$ cat src/rtl/core/ps2sc_pkg.sv
// Package for the PS/2 set-2 scan code to ASCII converter.
// Holds the flag record type, prefix and shift codes and the character tables.
// No dependencies.
package ps2sc_pkg;

  localparam int CODE_W   = 8;
  localparam int CHAR_W   = 7;
  localparam int MAP_SIZE = 128;

  // Scan code constants
  localparam logic [CODE_W-1:0] PFX_BREAK    = 8'hF0;
  localparam logic [CODE_W-1:0] PFX_EXTENDED = 8'hE0;
  localparam logic [CODE_W-1:0] CODE_LSHIFT  = 8'h12;
  localparam logic [CODE_W-1:0] CODE_RSHIFT  = 8'h59;
  localparam logic [CHAR_W-1:0] CHAR_NONE    = 7'h00;

  // Keyboard state record, kept in the state memory
  typedef struct packed {
    logic brk;  // break prefix seen
    logic ext;  // extended prefix seen
    logic lsh;  // left shift held
    logic rsh;  // right shift held
  } ps2sc_flags_t;

  localparam int FLAGS_W     = $bits(ps2sc_flags_t);
  localparam int STATE_DEPTH = 1;

  typedef logic [CHAR_W-1:0] char_map_t [MAP_SIZE];

  // Unshifted character table
  localparam char_map_t CHAR_MAP_LO = '{
    7'h00, 7'h00, 7'h00, 7'h00, 7'h00, 7'h00, 7'h00, 7'h00,
    7'h00, 7'h00, 7'h00, 7'h00, 7'h00, 7'h09, 7'h00, 7'h00,
    7'h00, 7'h00, 7'h00, 7'h00, 7'h00, 7'h71, 7'h31, 7'h00,
    7'h00, 7'h00, 7'h7a, 7'h73, 7'h61, 7'h77, 7'h32, 7'h00,
    7'h00, 7'h63, 7'h78, 7'h64, 7'h65, 7'h34, 7'h33, 7'h00,
    7'h00, 7'h20, 7'h76, 7'h66, 7'h74, 7'h72, 7'h35, 7'h00,
    7'h00, 7'h6e, 7'h62, 7'h68, 7'h67, 7'h79, 7'h36, 7'h00,
    7'h00, 7'h00, 7'h6d, 7'h6a, 7'h75, 7'h37, 7'h38, 7'h00,
    7'h00, 7'h2c, 7'h6b, 7'h69, 7'h6f, 7'h30, 7'h39, 7'h00,
    7'h00, 7'h2e, 7'h2f, 7'h6c, 7'h3b, 7'h70, 7'h2d, 7'h00,
    7'h00, 7'h5c, 7'h3a, 7'h00, 7'h40, 7'h5e, 7'h00, 7'h00,
    7'h00, 7'h00, 7'h0d, 7'h5b, 7'h00, 7'h5d, 7'h00, 7'h00,
    7'h00, 7'h00, 7'h00, 7'h00, 7'h00, 7'h00, 7'h08, 7'h00,
    7'h00, 7'h00, 7'h5c, 7'h1d, 7'h00, 7'h00, 7'h00, 7'h00,
    7'h00, 7'h7f, 7'h1f, 7'h00, 7'h1c, 7'h1e, 7'h1b, 7'h00,
    7'h00, 7'h00, 7'h00, 7'h00, 7'h00, 7'h00, 7'h00, 7'h00
  };

  // Shifted character table
  localparam char_map_t CHAR_MAP_HI = '{
    7'h00, 7'h00, 7'h00, 7'h00, 7'h00, 7'h00, 7'h00, 7'h00,
    7'h00, 7'h00, 7'h00, 7'h00, 7'h00, 7'h09, 7'h00, 7'h00,
    7'h00, 7'h00, 7'h00, 7'h00, 7'h00, 7'h51, 7'h21, 7'h00,
    7'h00, 7'h00, 7'h5a, 7'h53, 7'h41, 7'h57, 7'h22, 7'h00,
    7'h00, 7'h43, 7'h58, 7'h44, 7'h45, 7'h24, 7'h23, 7'h00,
    7'h00, 7'h20, 7'h56, 7'h46, 7'h54, 7'h52, 7'h25, 7'h00,
    7'h00, 7'h4e, 7'h42, 7'h48, 7'h47, 7'h59, 7'h26, 7'h00,
    7'h00, 7'h00, 7'h4d, 7'h4a, 7'h55, 7'h27, 7'h28, 7'h00,
    7'h00, 7'h3c, 7'h4b, 7'h49, 7'h4f, 7'h00, 7'h29, 7'h00,
    7'h00, 7'h3e, 7'h3f, 7'h4c, 7'h2b, 7'h50, 7'h3d, 7'h00,
    7'h00, 7'h5f, 7'h2a, 7'h00, 7'h60, 7'h7e, 7'h00, 7'h00,
    7'h00, 7'h00, 7'h0d, 7'h7b, 7'h00, 7'h7d, 7'h00, 7'h00,
    7'h00, 7'h00, 7'h00, 7'h00, 7'h00, 7'h00, 7'h08, 7'h00,
    7'h00, 7'h00, 7'h7c, 7'h1d, 7'h00, 7'h00, 7'h00, 7'h00,
    7'h00, 7'h7f, 7'h1f, 7'h00, 7'h1c, 7'h1e, 7'h1b, 7'h00,
    7'h00, 7'h00, 7'h00, 7'h00, 7'h00, 7'h00, 7'h00, 7'h00
  };

  // Table lookup, half picked by shift
  function automatic logic [CHAR_W-1:0] char_lookup(input logic shift,
                                                    input logic [6:0] idx);
    char_lookup = shift ? CHAR_MAP_HI[idx] : CHAR_MAP_LO[idx];
  endfunction

endpackage

$ cat src/rtl/core/ps2sc_ram.sv
// Generic single-write, single-read RAM with a registered read port.
// Used for the converter's state store. No dependencies.
module ps2sc_ram #(
  parameter int WIDTH = 8,
  parameter int DEPTH = 16
) (
  input  logic                                   clk,
  input  logic                                   we,
  input  logic [(DEPTH > 1 ? $clog2(DEPTH) : 1)-1:0] waddr,
  input  logic [WIDTH-1:0]                       wdata,
  input  logic [(DEPTH > 1 ? $clog2(DEPTH) : 1)-1:0] raddr,
  output logic [WIDTH-1:0]                       rdata
);

  logic [WIDTH-1:0] mem [DEPTH];

  // Write port and registered read (read returns old data on collision)
  always_ff @(posedge clk) begin
    if (we) begin
      mem[waddr] <= wdata;
    end
    rdata <= mem[raddr];
  end

endmodule

$ cat src/rtl/core/ps2sc_decode.sv
// Scan code decode: prefix and shift tracking plus character table lookup.
// Pure combinational; depends on ps2sc_pkg.
module ps2sc_decode
  import ps2sc_pkg::*;
(
  input  logic [CODE_W-1:0] code,
  input  ps2sc_flags_t      flags,
  output ps2sc_flags_t      flags_next,
  output logic              emit,
  output logic [CHAR_W-1:0] char_out
);

  // Flag update and lookup for one scan code
  always_comb begin
    flags_next = flags;
    char_out   = CHAR_NONE;
    if (code == PFX_BREAK) begin
      flags_next.brk = 1'b1;
    end else if (code == PFX_EXTENDED) begin
      flags_next.ext = 1'b1;
    end else begin
      if (code == CODE_LSHIFT || code == CODE_RSHIFT) begin
        // extended shift codes leave the shift state alone
        if (!flags.ext) begin
          if (code == CODE_LSHIFT) begin
            flags_next.lsh = !flags.brk;
          end else begin
            flags_next.rsh = !flags.brk;
          end
        end
      end else if (!flags.brk && !code[CODE_W-1]) begin
        char_out = char_lookup(flags.lsh || flags.rsh, code[6:0]);
      end
      flags_next.brk = 1'b0;
      flags_next.ext = 1'b0;
    end
  end

  assign emit = (char_out != CHAR_NONE);

endmodule

$ cat src/rtl/core/ps2_scancode_to_ascii.sv
// Path: decode stage register, then output register; m_tvalid rises only for a character.
// Throughput: one scan code per cycle unless the output stalls; set by the read-modify-write
// of the state memory, with the last write forwarded so back-to-back codes see fresh flags.
// Reset: synchronous; a clearing pass after rst falls zeroes the state memory, s_tready low.
// Depends on ps2sc_pkg, ps2sc_ram and ps2sc_decode.
module ps2_scancode_to_ascii
  import ps2sc_pkg::*;
(
  input  logic       clk,
  input  logic       rst,
  input  logic       s_tvalid,
  output logic       s_tready,
  input  logic [7:0] s_tdata,   // [7:0] scan_code
  output logic       m_tvalid,
  input  logic       m_tready,
  output logic [7:0] m_tdata    // [6:0] ascii_char, [7] zero
);

  localparam int AW = STATE_DEPTH > 1 ? $clog2(STATE_DEPTH) : 1;
  localparam logic [AW-1:0] STATE_ADDR = '0;

  logic              clear_busy;
  logic              s1_valid;
  logic [CODE_W-1:0] s1_code;
  logic              s1_adv;
  logic              s1_fire;
  logic              we;
  ps2sc_flags_t      wdata;
  ps2sc_flags_t      rdata;
  logic              wr_pend;
  ps2sc_flags_t      wr_data_q;
  ps2sc_flags_t      cur_flags;
  ps2sc_flags_t      flags_next;
  logic              emit;
  logic [CHAR_W-1:0] char_out;
  logic              out_valid;
  logic [CHAR_W-1:0] out_char;

  // Handshake
  assign s1_adv   = !out_valid || m_tready;
  assign s1_fire  = s1_valid && s1_adv;
  assign s_tready = !clear_busy && (!s1_valid || s1_adv);

  // State memory, read every cycle
  ps2sc_ram #(
    .WIDTH (FLAGS_W),
    .DEPTH (STATE_DEPTH)
  ) u_state_ram (
    .clk   (clk),
    .we    (we),
    .waddr (STATE_ADDR),
    .wdata (wdata),
    .raddr (STATE_ADDR),
    .rdata (rdata)
  );

  // Forward the write of the previous cycle past the memory
  assign cur_flags = wr_pend ? wr_data_q : rdata;

  ps2sc_decode u_decode (
    .code       (s1_code),
    .flags      (cur_flags),
    .flags_next (flags_next),
    .emit       (emit),
    .char_out   (char_out)
  );

  // Write back: clearing pass after reset, otherwise the decoded flags
  assign we    = clear_busy || s1_fire;
  assign wdata = clear_busy ? ps2sc_flags_t'('0) : flags_next;

  // Clearing pass and forwarding register
  always_ff @(posedge clk) begin
    if (rst) begin
      clear_busy <= 1'b1;
      wr_pend    <= 1'b0;
    end else begin
      clear_busy <= 1'b0;
      wr_pend    <= we;
    end
    wr_data_q <= wdata;
  end

  // Decode stage register
  always_ff @(posedge clk) begin
    if (rst) begin
      s1_valid <= 1'b0;
    end else if (s_tvalid && s_tready) begin
      s1_valid <= 1'b1;
    end else if (s1_adv) begin
      s1_valid <= 1'b0;
    end
    if (s_tvalid && s_tready) begin
      s1_code <= s_tdata;
    end
  end

  // Output register
  always_ff @(posedge clk) begin
    if (rst) begin
      out_valid <= 1'b0;
    end else if (s1_fire) begin
      out_valid <= emit;
    end else if (m_tready) begin
      out_valid <= 1'b0;
    end
    if (s1_fire) begin
      out_char <= char_out;
    end
  end

  assign m_tvalid = out_valid;
  assign m_tdata  = {1'b0, out_char};

  // Assertions
  a_clear_after_reset: assert property (@(posedge clk)
    $past(rst) && !rst |-> !s_tready && we)
    else $error("state clearing pass missing after reset");

  a_char_nonzero: assert property (@(posedge clk) disable iff (rst)
    out_valid |-> out_char != CHAR_NONE)
    else $error("zero character transferred");

  a_prefix_cleared: assert property (@(posedge clk) disable iff (rst)
    s1_fire && s1_code != PFX_BREAK && s1_code != PFX_EXTENDED
      |=> wr_pend && !wr_data_q.brk && !wr_data_q.ext)
    else $error("prefix flags not cleared after non-prefix code");

  a_no_write_on_stall: assert property (@(posedge clk) disable iff (rst)
    out_valid && !m_tready && !clear_busy |-> !we)
    else $error("state written while output stalled");

endmodule

$ cat config.mk
export PLATFORM = sky130hd
export DESIGN_NAME = ps2_scancode_to_ascii
export DESIGN_NICKNAME = d
export VERILOG_FILES = /design/src/rtl/core/ps2sc_pkg.sv /design/src/rtl/core/ps2sc_ram.sv /design/src/rtl/core/ps2sc_decode.sv /design/src/rtl/core/ps2_scancode_to_ascii.sv
export SDC_FILE = /design/constraint.sdc
export NUM_CORES = 1
export LEC_CHECK = 0
export BUFFER_PORTS_ARGS = -buffer_cell sky130_fd_sc_hd__buf_2
export CAP_MARGIN = 20
export CORE_MARGIN = 2
export CORE_UTILIZATION = 60
export DETAILED_ROUTE_END_ITERATION = 12
export GPL_ROUTABILITY_DRIVEN = 0
export PLACE_DENSITY = 0.78
export SETUP_SLACK_MARGIN = 0.3
export SYNTH_ARGS = -nofsm -noshare
export SYNTH_HDL_FRONTEND = slang
export SYNTH_SLANG_ARGS = --single-unit
$ cat constraint.sdc
create_clock -name clk -period 2.95 [get_ports clk]
set_input_delay 0.4425 -clock clk [delete_from_list [all_inputs] [get_ports clk]]
set_output_delay 0.4425 -clock clk [all_outputs]
set_load 0.05 [all_outputs]
# Yosys cells after proc, flatten, opt, wreduce, memory -nomap -nowiden
# Memory sizes are Yosys's and may differ from the RTL's. A register that Yosys moved wholly into a read port is not among the register bits.
# Index checks and enable logic that the tools add are counted.
# classes
n_addsub	0
multipliers	0
n_div	0
order_cmp	1
n_eq_ne	4
shift	0
mux	27
n_bitwise	1
n_reduce_logical	17
# ops
op	count
$mux W7	9
$eq A8 B8 Y1 const B	2
$mux W1	12
$eq A8 B5 Y1 const B	1
$eq A8 B7 Y1 const B	1
$ge A8 B8 Y1 const B	1
$mux W4	2
$not A7 Y8	1
$reduce_bool A7 Y1	1
$mux W2	3
$logic_not A1 Y1	5
$logic_or A1 B1 Y1	5
$logic_and A1 B1 Y1	4
$reduce_bool A2 Y1	2
$mux W3	1
# totals
register_bits	23
latch_bits	0
ramBits	4
rom_bits	1792
input_bits	12
out_inout_bits	10
word_cells	63
n_memories	3
# memory_table
memory	depth	word_bits	rd	rd_ports_with_merged_regs	wr	line_no	text
(no name shown)	128	7	1	0	0	ps2sc_pkg.sv:73	char_lookup = shift ? CHAR_MAP_HI[idx] : CHAR_MAP_LO[idx];
(no name shown)	128	7	1	0	0	ps2sc_pkg.sv:73	
u_state_ram.mem	1	4	1	1	1	ps2sc_ram.sv:15	logic [WIDTH-1:0] mem [DEPTH];

# Logic depth before layout (Yosys ltp)
# Gate-level depths: netlist of run 1.
# depth
ltp_word	11
ltp_mapped	11
depth_no_buf	9

# Hierarchy
# From an unflattened synthesis of run 1, not the netlist that was laid out.
# unflattened
hier_cells	311
hier_area_um2	2598.7
# modules_own_cells
mod	n_inst	cells_each	area_per_inst_um2	seq_area_each_um2
ps2sc_decode	1	257	1600.3	0.0
ps2_scancode_to_ascii	1	46	798.3	610.6
ps2sc_ram	1	8	200.2	200.2

# Least setup slack after synthesis of run 1
# Ideal clock, no wire load.
# synth_path
path_kind	register to register
startpoint	register s1_code[1]
endpoint	register out_valid, in the netlist m_tvalid
setup_ps	137
arrival_ps	2362
required_ps	2813
slack_ps	452
stages_incl_launch_ff	12
path_buffers	2
period_less_slack_ps	2498
cell_sequence	edfxtp_1 buf_2 inv_1 ha_1 clkbuf_1 nor2_1 o32ai_1 a31oi_1 nor2_1 o311a_2 a211oi_1 a311oi_2
# synth_via
elab_chain_len	11
word_cells_on_any_way	19
cone_classes	4 x eq/ne; 10 x mux; 1 x bitwise; 2 x reduce/logical; 2 x memory
# synth_lines
element	line_no	text
start: declaration	ps2_scancode_to_ascii.sv:24	logic [CODE_W-1:0] s1_code;
start signal: assignment	ps2_scancode_to_ascii.sv:94	s1_code <= s_tdata;
$not A7 Y8 (not written as such)	ps2sc_pkg.sv:73	
$mem_v2 Z128 W7	--	
$mux W7 (not written as such) (2 in series)	ps2sc_pkg.sv:73	
$mux W7	ps2sc_pkg.sv:73	
$mux W7	ps2sc_decode.sv:31	end else if (!flags.brk && !code[CODE_W-1]) begin
$mux W7	ps2sc_decode.sv:22	if (code == CODE_LSHIFT || code == CODE_RSHIFT) begin
$mux W7	ps2sc_decode.sv:19	end else if (code == PFX_EXTENDED) begin
$mux W7 (*)	ps2sc_decode.sv:17	if (code == PFX_BREAK) begin
named net char_out[1]	ps2_scancode_to_ascii.sv:35	logic [CHAR_W-1:0] char_out;
$reduce_bool A7 Y1 (*)	ps2sc_decode.sv:39	assign emit = (char_out != CHAR_NONE);
$mux W1 (*)	ps2_scancode_to_ascii.sv:102	end else if (s1_fire) begin
end signal: assignment	ps2_scancode_to_ascii.sv:103	out_valid <= emit;
end: declaration	ps2_scancode_to_ascii.sv:36	logic out_valid;
# The timed path passes the listed nets; every way through them passes the cells marked *. The select of a mux whose other input is x is not followed.
# A chain may end at the register's enable or synchronous reset.

# Final worst setup path of run 1
# Same ends and word-level chain as after synthesis.

==> results of run 1 <==
[routing by layer]
| metal | vias up | share of wire | track usage |
|---|---|---|---|
| met5 | - | 0 | 0 |
| met3 | 64 | 0.12 | 0.0887 |
| met1 | 1165 | 0.38 | 0.423 |
| li1 | 1135 | - | - |
| met4 | 0 | 0.061 | 0.176 |
| met2 | 238 | 0.43 | 0.456 |
[area by class of cell]
class	instances	area [µm²]
fill	322	1230
sequential	31	811
tap	50	62.6
clock buffer	7	108
multi-input combinational	224	1580
timing repair buffer	37	228
inverter	10	37.5
clock inverter	1	5.00
[worst reg2reg max path: stages, from the launching register on]
cell and delay (ns):
edfxtp_1 0.43, inv_2 0.18, ha_2 0.36, nand2b_2 0.18, o31ai_1 0.40, o32ai_1 0.18, a2bb2oi_1 0.16, nor2_1 0.19
nor4_2 0.08, a311oi_2 0.27
[cell families after synthesis]
| kind of cell | after synthesis | share of synthesized area |
|---|---|---|
| AND/OR/NAND/NOR | 111 | 0.233 |
| AO/OA/AOI/OAI | 85 | 0.251 |
| XOR/XNOR | 1 | 0.00342 |
| buffers and inverters | 39 | 0.0776 |
| other | 1 | 0.00146 |
| adder cells (fa/ha/maj) | 8 | 0.0390 |
| flip-flops | 31 | 0.316 |
| multiplexers | 18 | 0.0781 |
[cell usage in the layout (no fill, tap or decap), drive strengths merged, types with 4 or more instances in the layout]
cell type	n
a21oi	16
nor3	6
mux2i	14
o31ai	4
ha	8
a2111oi	5
nand2b	13
nor3b	5
nand3	8
o32ai	4
nor2b	8
buf	37
edfxtp	19
o311ai	5
dfxtp	12
and2	4
o21ai	10
nor2	26
nand4	4
a31oi	4
clkbuf	7
a211oi	5
nand2	23
inv	9
[state kept, by name, summed over array words and instances (netlist names)]
name               cells
s1_code                8
wr_pend                1
clear_busy             1
u_state_ram.mem        4
wr_data_q              4
u_state_ram.rdata      4
s1_valid               1
m_tvalid               1
out_char               7
[through the flow]
stage	utilization	power, W	cells	hold WS, ns	area, µm²
after CTS	0.691	0.00115	360	0.326	2810
final	0.698	0.00116	360	0.330	2830
after detailed placement	0.662	0.000754	351	0.330	2690
after global placement	0.662	0.000749	351	0.325	2690
after global routing	0.698	0.00121	360	0.324	2830
after floorplan	-	0.000691	294	0.323	2560
[final timing paths]
| kind | from | end | cells past startpoint |
|---|---|---|---|
| max | s1_code[1] | m_tvalid | 9 |
| max reg2reg | s1_code[1] | m_tvalid | 9 |
| min | rst | clear_busy | 1 |
| min reg2reg | u_state_ram.mem[0][0] | u_state_ram.rdata[0] | 0 |
[power breakdown]
group	switching (W)	total, W	internal, W	leakage, nW
Sequential	0.0000174	0.000499	0.000482	0.282
Clock	0.000161	0.000400	0.000239	0.0594
Combinational	0.000162	0.000261	0.0000995	0.730
[what timing repair did]
action,in CTS,in global routing
endpoints found under the setup margin,1,2
buffers inserted,1,0
resized for setup,0,7
hold buffers,0,0
==> metrics.yaml, run 1 <==
final_nets: 329
hold_viol_final: 0
fmax_ghz: 0.400
peakVddDrop_uv: 319
syn_inst: 294
dr_total_vias: 2602
start_util: 0.632
cts_root_buffer: "clkbuf_8"
yosys.area.top_type: "edfxtp_1"
drt_iter0_drc: 605
die_w_um: 69.4
area_growth_pct: 10.4
path_buf_inv: 1
drv_slew: 0
max_stage_delay_ns: 0.43
netlist_top_cells_area: "edfxtp_1, dfxtp_1, mux2i_1"
ys.flop_type: "edfxtp_1"
critPathTopFamily: "compound AO/OA/AOI/OAI gates"
rows: 23
status: "completed"
dieArea_mm2: 0.00481
diodes: 0
grt_usage: 0.316
syn_nets: 314
period_share: 0.847
synth_area_mm2: 0.00256
worst_pin_slew_ns: 0.740
die_height_um: 69.4
drc: 0
power_density_mw_per_mm2: 410
routed_wl_um: 7520
clock_path_buffers: 2
clock_skew_ns: 0.00920
cts_tree: "built"
dp_hpwl_um: 5420
wl_per_cell_um: 20.9
grt_max_degree: 33
finalCriticalPeriod_ns: 2.50
synth_area_per_cell_um2: 8.72
fin_ws_ns: 0.452
timing.reg2reg.setup_slack_ns: 0.45
rsz0062_at_grt: "false"
start_kind: "flip-flop"
cap_violations: 0
final_layout_size_suffix_gt1_frac: 0.226
dr.pass1.iters: 7
grt_pass1_vias: 2440
cp.required_ns: 3.15
end_kind: "flip-flop"
relSlewSlack: 0.506
async_reset_ff_frac: 0
synthTopCellsByCount: "nor2_1, nand2_1, edfxtp_1"
clock_latency_ns: 0.29
setup_viol: 0
antenna_found_initial: 0
ys_seq_area_frac: 0.316
h-tree-depth: 2
synth-seq-cells: 31
synth-edff-count: 19
coreArea_mm2: 0.00406
crit_slowest_cell: "edfxtp_1"
grt_pass1_wl_um: 12200
power_leakage_nw: 1.07
ant_nets: 0
path_class: "flip-flop to flip-flop"
yosysMostFrequentCell: "nor2_1"
path_clk_slew_ns: 0.07
cp_cell_sequence: "inv_2, ha_2, nand2b_2, o31ai_1, o32ai_1, a2bb2oi_1, nor2_1, nor4_2, a311oi_2"
crit_fanout: 12
yosys_warnings: 0
holdCritPathClass: "input port to flip-flop"
fin_setup_tns_ns: 0
portBuffers: 20
grt-ovfl-total: 0
synth_cell_type_count: 75
io_pins: 22
crit_arrival_ns: 2.70
synth_top_area_frac: 0.223
cts-buffers-inserted: 5
clock_sinks: 31
place_ws_ns: 0.276
vias_per_cell: 7.23
Note: power is estimated with default switching activity, not from simulation.
==> run 2: changes to the inputs <==
CORE_UTILIZATION = 54   (was 60)
PLACE_DENSITY = 0.74   (was 0.78)
clock period = 2.1 ns   (was 2.95 ns; I/O delays follow)
==> metrics.yaml, run 2 (synthesized netlist as in run 1, its figures left out) <==
clock_latency_ns: 0.29  # about the same
max_stage_delay_ns: 0.48  # +0.05 ns
largest-register: "s1_code"
io_pins: 22  # unchanged
crit_slowest_cell: "edfxtp_1"
seq_power_share: 0.399  # -0.031
fmax_ghz: 0.404  # +0.94%
power_leakage_nw: 1.45  # +36%
cap_violations: 0  # unchanged
reg_top3: "s1_code (8), out_char (7)"
ant_nets: 0  # unchanged
design_area_mm2: 0.00356  # +26%
largest_reg_flops: 8  # unchanged
vias_per_cell: 6.77  # -6.4%
fin_setup_tns_ns: -1.45  # -1.45 ns
period_share: 1.18  # +0.332
area_growth_pct: 39.0
setup_viol: 9  # +9
cp_cell_sequence: "inv_2, ha_2, buf_4, inv_1, a311oi_1, o32ai_2, a2bb2oi_1, nor2_1, nor4_2, a311oi_2"
path_class: "flip-flop to flip-flop"
final_common_cell: "buf_4"
cp.required_ns: 2.30  # -0.85 ns
combPwrFrac: 0.287  # +0.062
dp_hpwl_um: 6030  # +11%
cts_root_buffer: "clkbuf_8"
drv_slew: 0  # unchanged
peakVddDrop_uv: 563  # +77%
drc: 0  # unchanged
power_density_mw_per_mm2: 492  # +20%
routed_wl_um: 8980  # +19%
rows: 25  # +8.7%
die_w_um: 72.9  # +5.1%
grt_pass1_wl_um: 13000  # +7.2%
n_fill_cell: 293  # -9.0%
antenna_found_initial: 0  # unchanged
clock_sinks: 31  # unchanged
grt-ovfl-total: 0  # unchanged
grt_max_degree: 21  # -36%
fin_util: 0.765  # +0.0668
die_height_um: 72.9  # +5.1%
crit_arrival_ns: 2.68  # -0.02 ns
cts-buffers-inserted: 5  # unchanged
switching_share: 0.296  # +0.00289
crit_fanout: 6  # -6
dieArea_mm2: 0.00531  # +10%
diodes: 0  # unchanged
worstHoldStart: "s_tdata[3]"
rsz0062_at_grt: "true"
dr.pass1.iters: 6  # -1
clock_path_buffers: 2  # unchanged
h-tree-depth: 2  # unchanged
portBuffers: 20  # unchanged
post_dp_cell_area_mm2: 0.00322  # +20%
grt_pass1_vias: 2651  # +8.6%
start_kind: "flip-flop"
path_clk_slew_ns: 0.06  # about the same
wl_per_cell_um: 20.9  # about the same
coreArea_mm2: 0.00466  # +15%
path_buf_inv: 3  # +2
hold_viol_final: 0  # unchanged
switching_power_w: 0.000519  # +53%
drt_iter0_drc: 637  # +5.3%
clock_skew_ns: 0.00656  # -0.00264 ns
r2r_start: "s1_code[0]"
grt_usage: 0.324  # +0.00832
fin_ws_ns: -0.374  # -0.827 ns
start_util: 0.550  # -0.0818
end_kind: "flip-flop"
intPower_w: 0.00124  # +51%
dr_total_vias: 2909  # +12%
violations: "setup timing"
status: "complete, but fails checks"
relSlewSlack: 0.663  # +0.157
worst_pin_slew_ns: 0.503  # -0.237 ns
final_cell_mix: "buf_4, nor2_1, buf_2"
power_frac_clock: 0.313  # -0.032
final_nets: 395  # +20%
holdCritPathClass: "input port to flip-flop"
final_layout_size_suffix_gt1_frac: 0.439  # +0.213
critPathLaunch: "s1_code[0]"
critPathTopFamily: "compound AO/OA/AOI/OAI gates"
cts_tree: "built"
finalCriticalPeriod_ns: 2.47  # -0.0233 ns
-- run 2: layout make-up --
| class | count | area (µm²) | share of cell area |
|---|---|---|---|
| Timing Repair Buffer | 103 | 756 | 0.212 |
| Multi-Input combinational cell | 224 | 1770 | 0.498 |
| Clock buffer | 7 | 108 | 0.0302 |
| Clock inverter | 1 | 5.00 | 0.00140 |
| Inverter | 10 | 42.5 | 0.0119 |
| Sequential cell | 31 | 811 | 0.228 |
| Tap cell | 54 | 67.6 | 0.0190 |
-- run 2: power groups by stage --
stage	Combinational [W]	Sequential (W)	Clock, W
2_1_floorplan	0.000272	0.000722	0
6_report	0.000504	0.000700	0.000550
4_1_cts	0.000457	0.000698	0.000557
3_3_place_gp	0.000432	0.000710	0
3_5_place_dp	0.000438	0.000711	0
5_1_grt	0.000530	0.000702	0.000581
-- run 2: stage by stage --
step                      hold WS [ns]  power (W)  setup WS [ns]  instances
after floorplan                  0.323   0.000994         -0.116        294
after global placement           0.324    0.00114         -0.283        412
after detailed placement         0.329    0.00115         -0.364        412
after CTS                        0.199    0.00171         -0.222        423
after global routing             0.192    0.00181         -0.420        430
final                            0.201    0.00175         -0.374        430
-- run 2: path summary, 6_finish.rpt --
kind	to	slack, ns	cells past startpoint
max	m_tvalid	-0.37	10
min reg2reg	u_state_ram.rdata[0]	0.34	0
min	s1_code[3]	0.20	1
max reg2reg	m_tvalid	-0.37	10
-- run 2: repair_timing --
action	in CTS	in global routing
resized for setup	12	22
buffers inserted	3	7
setup endpoints to repair	14	14
gates cloned	0	0
hold buffers	0	0
pin swaps	6	5
-- run 2: layer usage --
metal  up-vias  share of wire  global-route usage
li1       1278              -                   -
met1      1339           0.37               0.404
met2       236           0.46               0.493
met3        56           0.10              0.0884
met4         0          0.066               0.208
met5         -              0                   0
